**config.mk**
```make
export PLATFORM = sky130hd
export DESIGN_NAME = guid_keyed_table_install
export DESIGN_NICKNAME = d
export VERILOG_FILES = /design/src/sv/gkti_pkg.sv /design/src/sv/gkti_dp.sv /design/src/sv/gkti_ctrl.sv /design/src/sv/guid_keyed_table_install.sv
export SDC_FILE = /design/constraint.sdc
export NUM_CORES = 2
export LEC_CHECK = 0
export ABC_CLOCK_PERIOD_IN_PS = 16500
export BUFFER_PORTS_ARGS = -buffer_cell sky130_fd_sc_hd__buf_2
export CORE_ASPECT_RATIO = 1.25
export CORE_UTILIZATION = 55
export DETAILED_ROUTE_END_ITERATION = 6
export HOLD_SLACK_MARGIN = 0.06
export PLACE_DENSITY = 0.68
export SYNTH_ARGS = -nofsm -noshare
export SYNTH_HDL_FRONTEND = slang
export SYNTH_SLANG_ARGS = --single-unit
```
**constraint.sdc**
```tcl
create_clock -name clk -period 16.5 [get_ports clk]
set_input_delay 2.475 -clock clk [delete_from_list [all_inputs] [get_ports clk]]
set_output_delay 2.475 -clock clk [all_outputs]
set_load 0.01 [all_outputs]
```
**src/sv/gkti_pkg.sv**
```systemverilog
// Shared types and codes for the keyed table block.
// Holds result codes, slot selection codes and the controller/datapath structs.
// Depends on nothing.
`default_nettype none

package gkti_pkg;

	// Default table size.
	localparam int DEF_TABLE_DEPTH = 16;

	// Result, key and value field widths.
	localparam int STATUS_W = 2;
	localparam int ACTION_W = 2;
	localparam int SLOT_W   = 4;
	localparam int LIVE_W   = 5;
	localparam int KEY_W    = 64;
	localparam int VAL_W    = 64;

	typedef logic [STATUS_W-1:0] status_t;
	typedef logic [ACTION_W-1:0] action_t;
	typedef logic [1:0]          slot_sel_t;

	// Status codes.
	localparam status_t ST_SUCCESS      = 2'd0;
	localparam status_t ST_INVALID      = 2'd1;
	localparam status_t ST_NOT_FOUND    = 2'd2;
	localparam status_t ST_NO_RESOURCES = 2'd3;

	// Action codes.
	localparam action_t ACT_MODIFIED = 2'd0;
	localparam action_t ACT_DELETED  = 2'd1;
	localparam action_t ACT_ADDED    = 2'd2;
	localparam action_t ACT_NONE     = 2'd3;

	// Where the reported slot comes from.
	localparam slot_sel_t SLOT_ZERO = 2'd0;
	localparam slot_sel_t SLOT_IDX  = 2'd1;
	localparam slot_sel_t SLOT_CNT  = 2'd2;

	// Commands from the controller to the datapath.
	typedef struct packed {
		logic      load_req;
		logic      rd_en;
		logic      rd_next;
		logic      inc_idx;
		logic      wr_val;
		logic      wr_shift;
		logic      wr_add;
		logic      cnt_inc;
		logic      cnt_dec;
		logic      set_res;
		status_t   res_status;
		action_t   res_action;
		slot_sel_t res_slot;
		logic      load_out;
	} cmd_t;

	// Status from the datapath to the controller.
	typedef struct packed {
		logic key_present;
		logic val_zero;
		logic cnt_zero;
		logic full;
		logic match;
		logic more;
		logic more2;
		logic out_free;
	} sts_t;

endpackage

`default_nettype wire

```
**src/sv/gkti_dp.sv**
```systemverilog
// Datapath of the keyed table: request registers, table memory, entry count,
// scan index, pending result and output register. Depends on gkti_pkg.
`default_nettype none

module gkti_dp
	import gkti_pkg::*;
#(
	parameter int TABLE_DEPTH = DEF_TABLE_DEPTH
) (
	input  wire logic             clk,
	input  wire logic             arst_n,
	input  wire cmd_t             cmd,
	output sts_t                  sts,
	input  wire logic             key_present,
	input  wire logic [KEY_W-1:0] key_high,
	input  wire logic [KEY_W-1:0] key_low,
	input  wire logic [VAL_W-1:0] entry_value,
	output logic                  out_valid,
	input  wire logic             out_stall,
	output status_t               status,
	output action_t               action,
	output logic [SLOT_W-1:0]     slot,
	output logic [LIVE_W-1:0]     live_entries
);

	localparam int IDX_W = (TABLE_DEPTH > 1) ? $clog2(TABLE_DEPTH) : 1;
	localparam int CNT_W = $clog2(TABLE_DEPTH + 1);
	localparam int CMP_W = CNT_W + 1;

	// Table memory, one row per entry.
	logic [KEY_W-1:0] kh_mem [TABLE_DEPTH];
	logic [KEY_W-1:0] kl_mem [TABLE_DEPTH];
	logic [VAL_W-1:0] val_mem [TABLE_DEPTH];

	logic             req_kp_q;
	logic [KEY_W-1:0] req_kh_q;
	logic [KEY_W-1:0] req_kl_q;
	logic [VAL_W-1:0] req_val_q;

	logic [KEY_W-1:0] rd_kh_q;
	logic [KEY_W-1:0] rd_kl_q;
	logic [VAL_W-1:0] rd_val_q;

	logic [IDX_W-1:0] idx_q;
	logic [CNT_W-1:0] cnt_q;

	status_t          res_status_q;
	action_t          res_action_q;
	logic [SLOT_W-1:0] res_slot_q;

	logic             out_valid_q;
	status_t          out_status_q;
	action_t          out_action_q;
	logic [SLOT_W-1:0] out_slot_q;
	logic [LIVE_W-1:0] out_live_q;

	logic [IDX_W-1:0] rd_addr;
	logic [IDX_W-1:0] wr_addr;
	logic [VAL_W-1:0] wr_val_data;
	logic [CMP_W-1:0] idx_plus1;
	logic [CMP_W-1:0] idx_plus2;

	// Request capture; the scan always starts at entry zero.
	always_ff @(posedge clk) begin
		if (cmd.load_req) begin
			req_kp_q  <= key_present;
			req_kh_q  <= key_high;
			req_kl_q  <= key_low;
			req_val_q <= entry_value;
		end
	end

	// Read and write addresses of the single table port pair.
	assign idx_plus1   = CMP_W'(idx_q) + CMP_W'(1);
	assign idx_plus2   = CMP_W'(idx_q) + CMP_W'(2);
	assign rd_addr     = cmd.rd_next ? idx_plus1[IDX_W-1:0] : idx_q;
	assign wr_addr     = cmd.wr_add ? cnt_q[IDX_W-1:0] : idx_q;
	assign wr_val_data = cmd.wr_shift ? rd_val_q : req_val_q;

	// Table write port.
	always_ff @(posedge clk) begin
		if (cmd.wr_add || cmd.wr_shift) begin
			kh_mem[wr_addr] <= cmd.wr_shift ? rd_kh_q : req_kh_q;
			kl_mem[wr_addr] <= cmd.wr_shift ? rd_kl_q : req_kl_q;
		end
		if (cmd.wr_add || cmd.wr_shift || cmd.wr_val) begin
			val_mem[wr_addr] <= wr_val_data;
		end
	end

	// Table read port with registered data.
	always_ff @(posedge clk) begin
		if (cmd.rd_en) begin
			rd_kh_q  <= kh_mem[rd_addr];
			rd_kl_q  <= kl_mem[rd_addr];
			rd_val_q <= val_mem[rd_addr];
		end
	end

	// Scan index and live entry count.
	always_ff @(posedge clk or negedge arst_n) begin
		if (!arst_n) begin
			idx_q <= '0;
			cnt_q <= '0;
		end else begin
			if (cmd.load_req) begin
				idx_q <= '0;
			end else if (cmd.inc_idx) begin
				idx_q <= idx_plus1[IDX_W-1:0];
			end
			if (cmd.cnt_inc) begin
				cnt_q <= cnt_q + CNT_W'(1);
			end else if (cmd.cnt_dec) begin
				cnt_q <= cnt_q - CNT_W'(1);
			end
		end
	end

	// Pending result, held while a delete compacts the table.
	always_ff @(posedge clk) begin
		if (cmd.set_res) begin
			res_status_q <= cmd.res_status;
			res_action_q <= cmd.res_action;
			case (cmd.res_slot)
				SLOT_IDX: res_slot_q <= SLOT_W'(idx_q);
				SLOT_CNT: res_slot_q <= SLOT_W'(cnt_q);
				default:  res_slot_q <= '0;
			endcase
		end
	end

	// Output register; the count is final by the time the beat is loaded.
	always_ff @(posedge clk or negedge arst_n) begin
		if (!arst_n) begin
			out_valid_q <= 1'b0;
		end else if (cmd.load_out) begin
			out_valid_q <= 1'b1;
		end else if (!out_stall) begin
			out_valid_q <= 1'b0;
		end
	end

	always_ff @(posedge clk) begin
		if (cmd.load_out) begin
			out_status_q <= res_status_q;
			out_action_q <= res_action_q;
			out_slot_q   <= res_slot_q;
			out_live_q   <= LIVE_W'(cnt_q);
		end
	end

	// Status toward the controller.
	always_comb begin
		sts.key_present = req_kp_q;
		sts.val_zero    = (req_val_q == '0);
		sts.cnt_zero    = (cnt_q == '0);
		sts.full        = (cnt_q == CNT_W'(TABLE_DEPTH));
		sts.match       = (rd_kh_q == req_kh_q) && (rd_kl_q == req_kl_q);
		sts.more        = (idx_plus1 < CMP_W'(cnt_q));
		sts.more2       = (idx_plus2 < CMP_W'(cnt_q));
		sts.out_free    = !out_valid_q || !out_stall;
	end

	assign out_valid    = out_valid_q;
	assign status       = out_status_q;
	assign action       = out_action_q;
	assign slot         = out_slot_q;
	assign live_entries = out_live_q;

endmodule

`default_nettype wire

```
**src/sv/gkti_ctrl.sv**
```systemverilog
// Controller of the keyed table: sequences scan, modify, add and the
// compacting delete. Depends on gkti_pkg.
`default_nettype none

module gkti_ctrl
	import gkti_pkg::*;
(
	input  wire logic clk,
	input  wire logic arst_n,
	input  wire logic in_valid,
	output logic      in_stall,
	input  wire sts_t sts,
	output cmd_t      cmd
);

	localparam logic [2:0] S_IDLE     = 3'd0;
	localparam logic [2:0] S_START    = 3'd1;
	localparam logic [2:0] S_SCAN_RD  = 3'd2;
	localparam logic [2:0] S_SCAN_CMP = 3'd3;
	localparam logic [2:0] S_SHIFT_RD = 3'd4;
	localparam logic [2:0] S_SHIFT_WR = 3'd5;
	localparam logic [2:0] S_DONE     = 3'd6;

	logic [2:0] state_q;
	logic [2:0] state_d;

	// State register.
	always_ff @(posedge clk or negedge arst_n) begin
		if (!arst_n) begin
			state_q <= S_IDLE;
		end else begin
			state_q <= state_d;
		end
	end

	assign in_stall = (state_q != S_IDLE);

	// Next state and commands.
	always_comb begin
		cmd     = '0;
		state_d = state_q;
		unique case (state_q) inside
			S_IDLE: begin
				if (in_valid) begin
					cmd.load_req = 1'b1;
					state_d      = S_START;
				end
			end
			S_START, S_SCAN_CMP: begin
				if ((state_q == S_START) && !sts.key_present) begin
					// Null key: report and change nothing.
					cmd.set_res    = 1'b1;
					cmd.res_status = ST_INVALID;
					cmd.res_action = ACT_NONE;
					cmd.res_slot   = SLOT_ZERO;
					state_d        = S_DONE;
				end else if ((state_q == S_START) && !sts.cnt_zero) begin
					// Non-empty table: fetch entry zero.
					cmd.rd_en = 1'b1;
					state_d   = S_SCAN_CMP;
				end else if ((state_q == S_SCAN_CMP) && sts.match) begin
					cmd.set_res    = 1'b1;
					cmd.res_status = ST_SUCCESS;
					cmd.res_slot   = SLOT_IDX;
					if (!sts.val_zero) begin
						cmd.wr_val     = 1'b1;
						cmd.res_action = ACT_MODIFIED;
						state_d        = S_DONE;
					end else begin
						cmd.res_action = ACT_DELETED;
						if (sts.more) begin
							state_d = S_SHIFT_RD;
						end else begin
							cmd.cnt_dec = 1'b1;
							state_d     = S_DONE;
						end
					end
				end else if ((state_q == S_SCAN_CMP) && sts.more) begin
					cmd.inc_idx = 1'b1;
					state_d     = S_SCAN_RD;
				end else begin
					// No live entry matches.
					cmd.set_res  = 1'b1;
					cmd.res_slot = SLOT_ZERO;
					cmd.res_action = ACT_NONE;
					state_d      = S_DONE;
					if (sts.val_zero) begin
						cmd.res_status = ST_NOT_FOUND;
					end else if (sts.full) begin
						cmd.res_status = ST_NO_RESOURCES;
					end else begin
						cmd.wr_add     = 1'b1;
						cmd.cnt_inc    = 1'b1;
						cmd.res_status = ST_SUCCESS;
						cmd.res_action = ACT_ADDED;
						cmd.res_slot   = SLOT_CNT;
					end
				end
			end
			S_SCAN_RD: begin
				cmd.rd_en = 1'b1;
				state_d   = S_SCAN_CMP;
			end
			S_SHIFT_RD: begin
				cmd.rd_en   = 1'b1;
				cmd.rd_next = 1'b1;
				state_d     = S_SHIFT_WR;
			end
			S_SHIFT_WR: begin
				// Move the following entry down into the current slot.
				cmd.wr_shift = 1'b1;
				if (sts.more2) begin
					cmd.inc_idx = 1'b1;
					state_d     = S_SHIFT_RD;
				end else begin
					cmd.cnt_dec = 1'b1;
					state_d     = S_DONE;
				end
			end
			S_DONE: begin
				if (sts.out_free) begin
					cmd.load_out = 1'b1;
					state_d      = S_IDLE;
				end
			end
			default: begin
				state_d = S_IDLE;
			end
		endcase
	end

endmodule

`default_nettype wire

```
**src/sv/guid_keyed_table_install.sv**
```systemverilog
// Top level of the keyed table with compacting delete.
// Joins gkti_ctrl and gkti_dp; depends on gkti_pkg.
//
//   channel  direction  handshake            payload
//   in       input      in_valid / in_stall  key_present, key_high, key_low, entry_value
//   out      output     out_valid / out_stall status, action, slot, live_entries
//
// One request is in work at a time. Its result beat is offered after the scan, and on a delete
// after the later entries are moved down; reads and moves never exceed the live count.
// The single table port, one access a cycle, sets this pace.
// Reset clears the entry count and the control state; table contents are not cleared.
// A result held under out_stall does not block the next request, whose result then waits.
`default_nettype none

module guid_keyed_table_install
	import gkti_pkg::*;
#(
	parameter int TABLE_DEPTH = DEF_TABLE_DEPTH
) (
	input  wire logic             clk,
	input  wire logic             arst_n,
	input  wire logic             in_valid,
	output logic                  in_stall,
	input  wire logic             key_present,
	input  wire logic [KEY_W-1:0] key_high,
	input  wire logic [KEY_W-1:0] key_low,
	input  wire logic [VAL_W-1:0] entry_value,
	output logic                  out_valid,
	input  wire logic             out_stall,
	output status_t               status,
	output action_t               action,
	output logic [SLOT_W-1:0]     slot,
	output logic [LIVE_W-1:0]     live_entries
);

	cmd_t cmd;
	sts_t sts;

	gkti_ctrl u_ctrl (
		.clk      (clk),
		.arst_n   (arst_n),
		.in_valid (in_valid),
		.in_stall (in_stall),
		.sts      (sts),
		.cmd      (cmd)
	);

	gkti_dp #(
		.TABLE_DEPTH (TABLE_DEPTH)
	) u_dp (
		.clk          (clk),
		.arst_n       (arst_n),
		.cmd          (cmd),
		.sts          (sts),
		.key_present  (key_present),
		.key_high     (key_high),
		.key_low      (key_low),
		.entry_value  (entry_value),
		.out_valid    (out_valid),
		.out_stall    (out_stall),
		.status       (status),
		.action       (action),
		.slot         (slot),
		.live_entries (live_entries)
	);

	// An accepted beat keeps the input stalled while it is worked on.
	a_busy_after_accept: assert property (
		@(posedge clk) disable iff (!arst_n)
		(in_valid && !in_stall) |=> in_stall
	) else $error("input not stalled after an accepted beat");

	// The live count never exceeds the table size.
	a_count_bound: assert property (
		@(posedge clk) disable iff (!arst_n)
		out_valid |-> ((TABLE_DEPTH > 31) || (live_entries <= LIVE_W'(TABLE_DEPTH)))
	) else $error("live entry count above table size");

	// A change to the table is always reported as a success, no change never is.
	a_action_status: assert property (
		@(posedge clk) disable iff (!arst_n)
		out_valid |-> ((action == ACT_NONE) == (status != ST_SUCCESS))
	) else $error("action and status disagree");

endmodule

`default_nettype wire

```
==> metrics.txt <==
status finished with violations; violated checks DRC; Cell variety after synth 56; Critical Path Fanout Max 42; TritonCTS clock tree built; Final Hold Fails 0; post-synthesis sequential area ratio 78.0%; Pwr per Cell Area 190 mW/mm²; share of cells above drive strength 1 22.7%; cell family with most CP delay buffers and inverters; CTS clk-pin slew, worst paths 0.06 ns; HP Class flop to flop; final setup TNS 0 ns; r2r endpoint u_dp.kh_mem[9][7]; Final Max Slew Viols 0; DIE WIDTH 369 µm; Hold Path Depth 0; largest net degree at the start of global routing 146; reg-to-reg slack, setup 10.20 ns; syn nets 4,762; ys flop type edfxtp_1; Post-synth EDFFs 2,390; IO Count 212; max-cap violations 0; DRC errors left 2; routability cong. 0.795; clk_skew 0.0379 ns; post-cts resize count 0; Max clock buf depth 3; WP buf/inv 2; Setup crit end kind flop; initial antenna violation count 15; Power Total 19.6 mW; clk sinks 2,403; CTS root buffer clkbuf_16; WP data required 16.98 ns; crit-path max cell delay 0.90 ns; cell taking the most area after synthesis edfxtp_1; hpwl dp 109 mm; Fill cells 11,478; r2r startpoint u_dp.idx_q[2]; minimum clock period 6.30 ns; worst-skew pair later-pin latency 0.87 ns; DRT Wirelength 222 mm; area delta synth->final 11.7%; syn avg cell area 20.3 µm²; Die Area 0.170 mm²; Slew HR 22.5%; crit share post-route 38.2%; hold_buf cts 0; crit path launch type flop; Post-synth top cells 2,390 x edfxtp_1, 649 x nand2_1, 512 x mux4_2, 129 x a31oi_1, 128 x a211oi_1; Worst-Margin Slew 1.16 ns; Initial Util 55.6%; peak supply drop 0.237 mV; count leader, synth edfxtp_1; Ys Warns 0; min-delay src u_dp.res_slot_q[3]; Antenna Nets Post-Route 0; Wirelength per Cell 30.8 µm; hold path endpoint u_dp.slot[3]; #FFs+latches synth 2,403; share of flip-flops with an asynchronous set or reset 0.541%; Vias 46,122; critical path data arrival time 6.78 ns; Port Buffer Count 211; number of H-tree levels 4; number of global-route vias before repair 46,649; Layout Nets 5,036; first-pass GRT wire length 322 mm; P_leak 33.0 nW; crit-path cells ha_1 > nand2_1 > xnor2_1 > ha_1 > o21ai_0 > o2bb2ai_1 > a211o_1 > nor3b_2 > nand3_1 > o22ai_4 > buf_4 > buf_4; Worst Setup Path Type flop to flop; fmax 159 MHz; RSZ-0062 raised after global routing no; DRT Pass-1 Iters 7; setup bufs post-CTS 0; cell count of the worst reg-to-reg path 12; Synth area leaders edfxtp_1 78%, mux4_2 12%, nand2_1 2.6%; row count 167; vias per inst 6.40; setup violators final 0; CP max stage cell o22ai_4; Die Ht 460 µm; post-synth top area share 77.6%; Core ar. 0.166 mm²; GR Overflow Total 0; Mapped Cells 4,549; Synth Cell Area 0.0924 mm²; Total GRT Usage 26.6%; 1st-iter DRT viols 4,979; CTS Buf Count 223
==> worst max path at each step <==
stage                  startpoint                  to  cells after the start
global route        u_dp.idx_q[2]  u_dp.kh_mem[9][54]                     12
finish              u_dp.idx_q[2]   u_dp.kh_mem[9][7]                     12
detailed placement  u_dp.idx_q[2]  u_dp.kl_mem[0][34]                     12
CTS                 u_dp.idx_q[2]  u_dp.kh_mem[0][56]                     12
floorplan           u_dp.idx_q[1]  u_dp.kh_mem[14][0]                     10
global placement    u_dp.idx_q[2]  u_dp.kl_mem[0][42]                     12
==> cell usage in the layout, fill, tap and decap left out, types with 15 or more instances in the layout <==
master and n:
clkinv_2 39, nand4_1 33, a211oi_1 128, xnor2_1 107, nor4_1 26, nand2_1 649
inv_1 18, buf_2 211, clkbuf_16 227, edfxtp_1 2390, ha_1 15, buf_4 49
nor2_1 22, xor2_1 23, buf_12 22, mux4_2 512, clkinv_1 45, and2_1 118
clkbuf_1 57, a31oi_1 129
==> final cells by class <==
class | count | area [µm²] | area share [%]
clock buffer | 286 | 5920 | 5.73
tap | 2197 | 2750 | 2.66
antenna | 2 | 5.00 | 0.00485
multi-input combinational | 1895 | 19500 | 18.9
timing repair buffer | 282 | 1860 | 1.80
sequential | 2403 | 72100 | 69.8
inverter | 18 | 67.6 | 0.0654
clock inverter | 128 | 1080 | 1.05
==> power by group <==
part,internal (mW),switching (mW)
logic,2.44,3.68
registers,8.23,0.309
clock network,2.75,2.21
==> flip-flops by register name, indices dropped and copies added (netlist names), 2 cells and up <==
name and count:
u_dp.req_kh_q 64, u_dp.req_kl_q 64, u_ctrl.state_q 3, u_dp.req_val_q 64, u_dp.res_action_q 2, u_dp.kl_mem 1024
u_dp.action 2, u_dp.cnt_q 5, u_dp.rd_kl_q 64, u_dp.live_entries 5, u_dp.rd_kh_q 64, u_dp.kh_mem 1024
u_dp.res_status_q 2, u_dp.status 2, u_dp.idx_q 4, u_dp.res_slot_q 4, u_dp.slot 4
==> cells by family after synthesis <==
group,share of synthesized area (%)
buf+inv,1.26
fa+ha+maj,0.225
compound gates,2.38
simple gates,4.32
flops,78.0
mux,12.6
xor+xnor,1.28
==> layer usage <==
layer	track usage (%)	wire length [µm]
met1	38.7	90800
met2	42.1	107000
met3	4.95	19200
met4	6.28	4660
met5	0	28
==> stage by stage <==
step | instances | hold WS, ns | utilization [%] | instance area [µm²] | setup slack, ns
finish | 7211 | 0.422 | 62.1 | 103000 | 10.20
global route | 7210 | 0.431 | 62.1 | 103000 | 9.87
CTS | 7208 | 0.421 | 62.1 | 103000 | 9.85
detailed placement | 6794 | 0.406 | 57.9 | 96300 | 9.86
global placement | 6794 | 0.402 | 57.9 | 96300 | 9.95
floorplan | 4549 | 0.400 | - | 92400 | 4.23
Note: power is estimated with default switching activity, not from simulation.
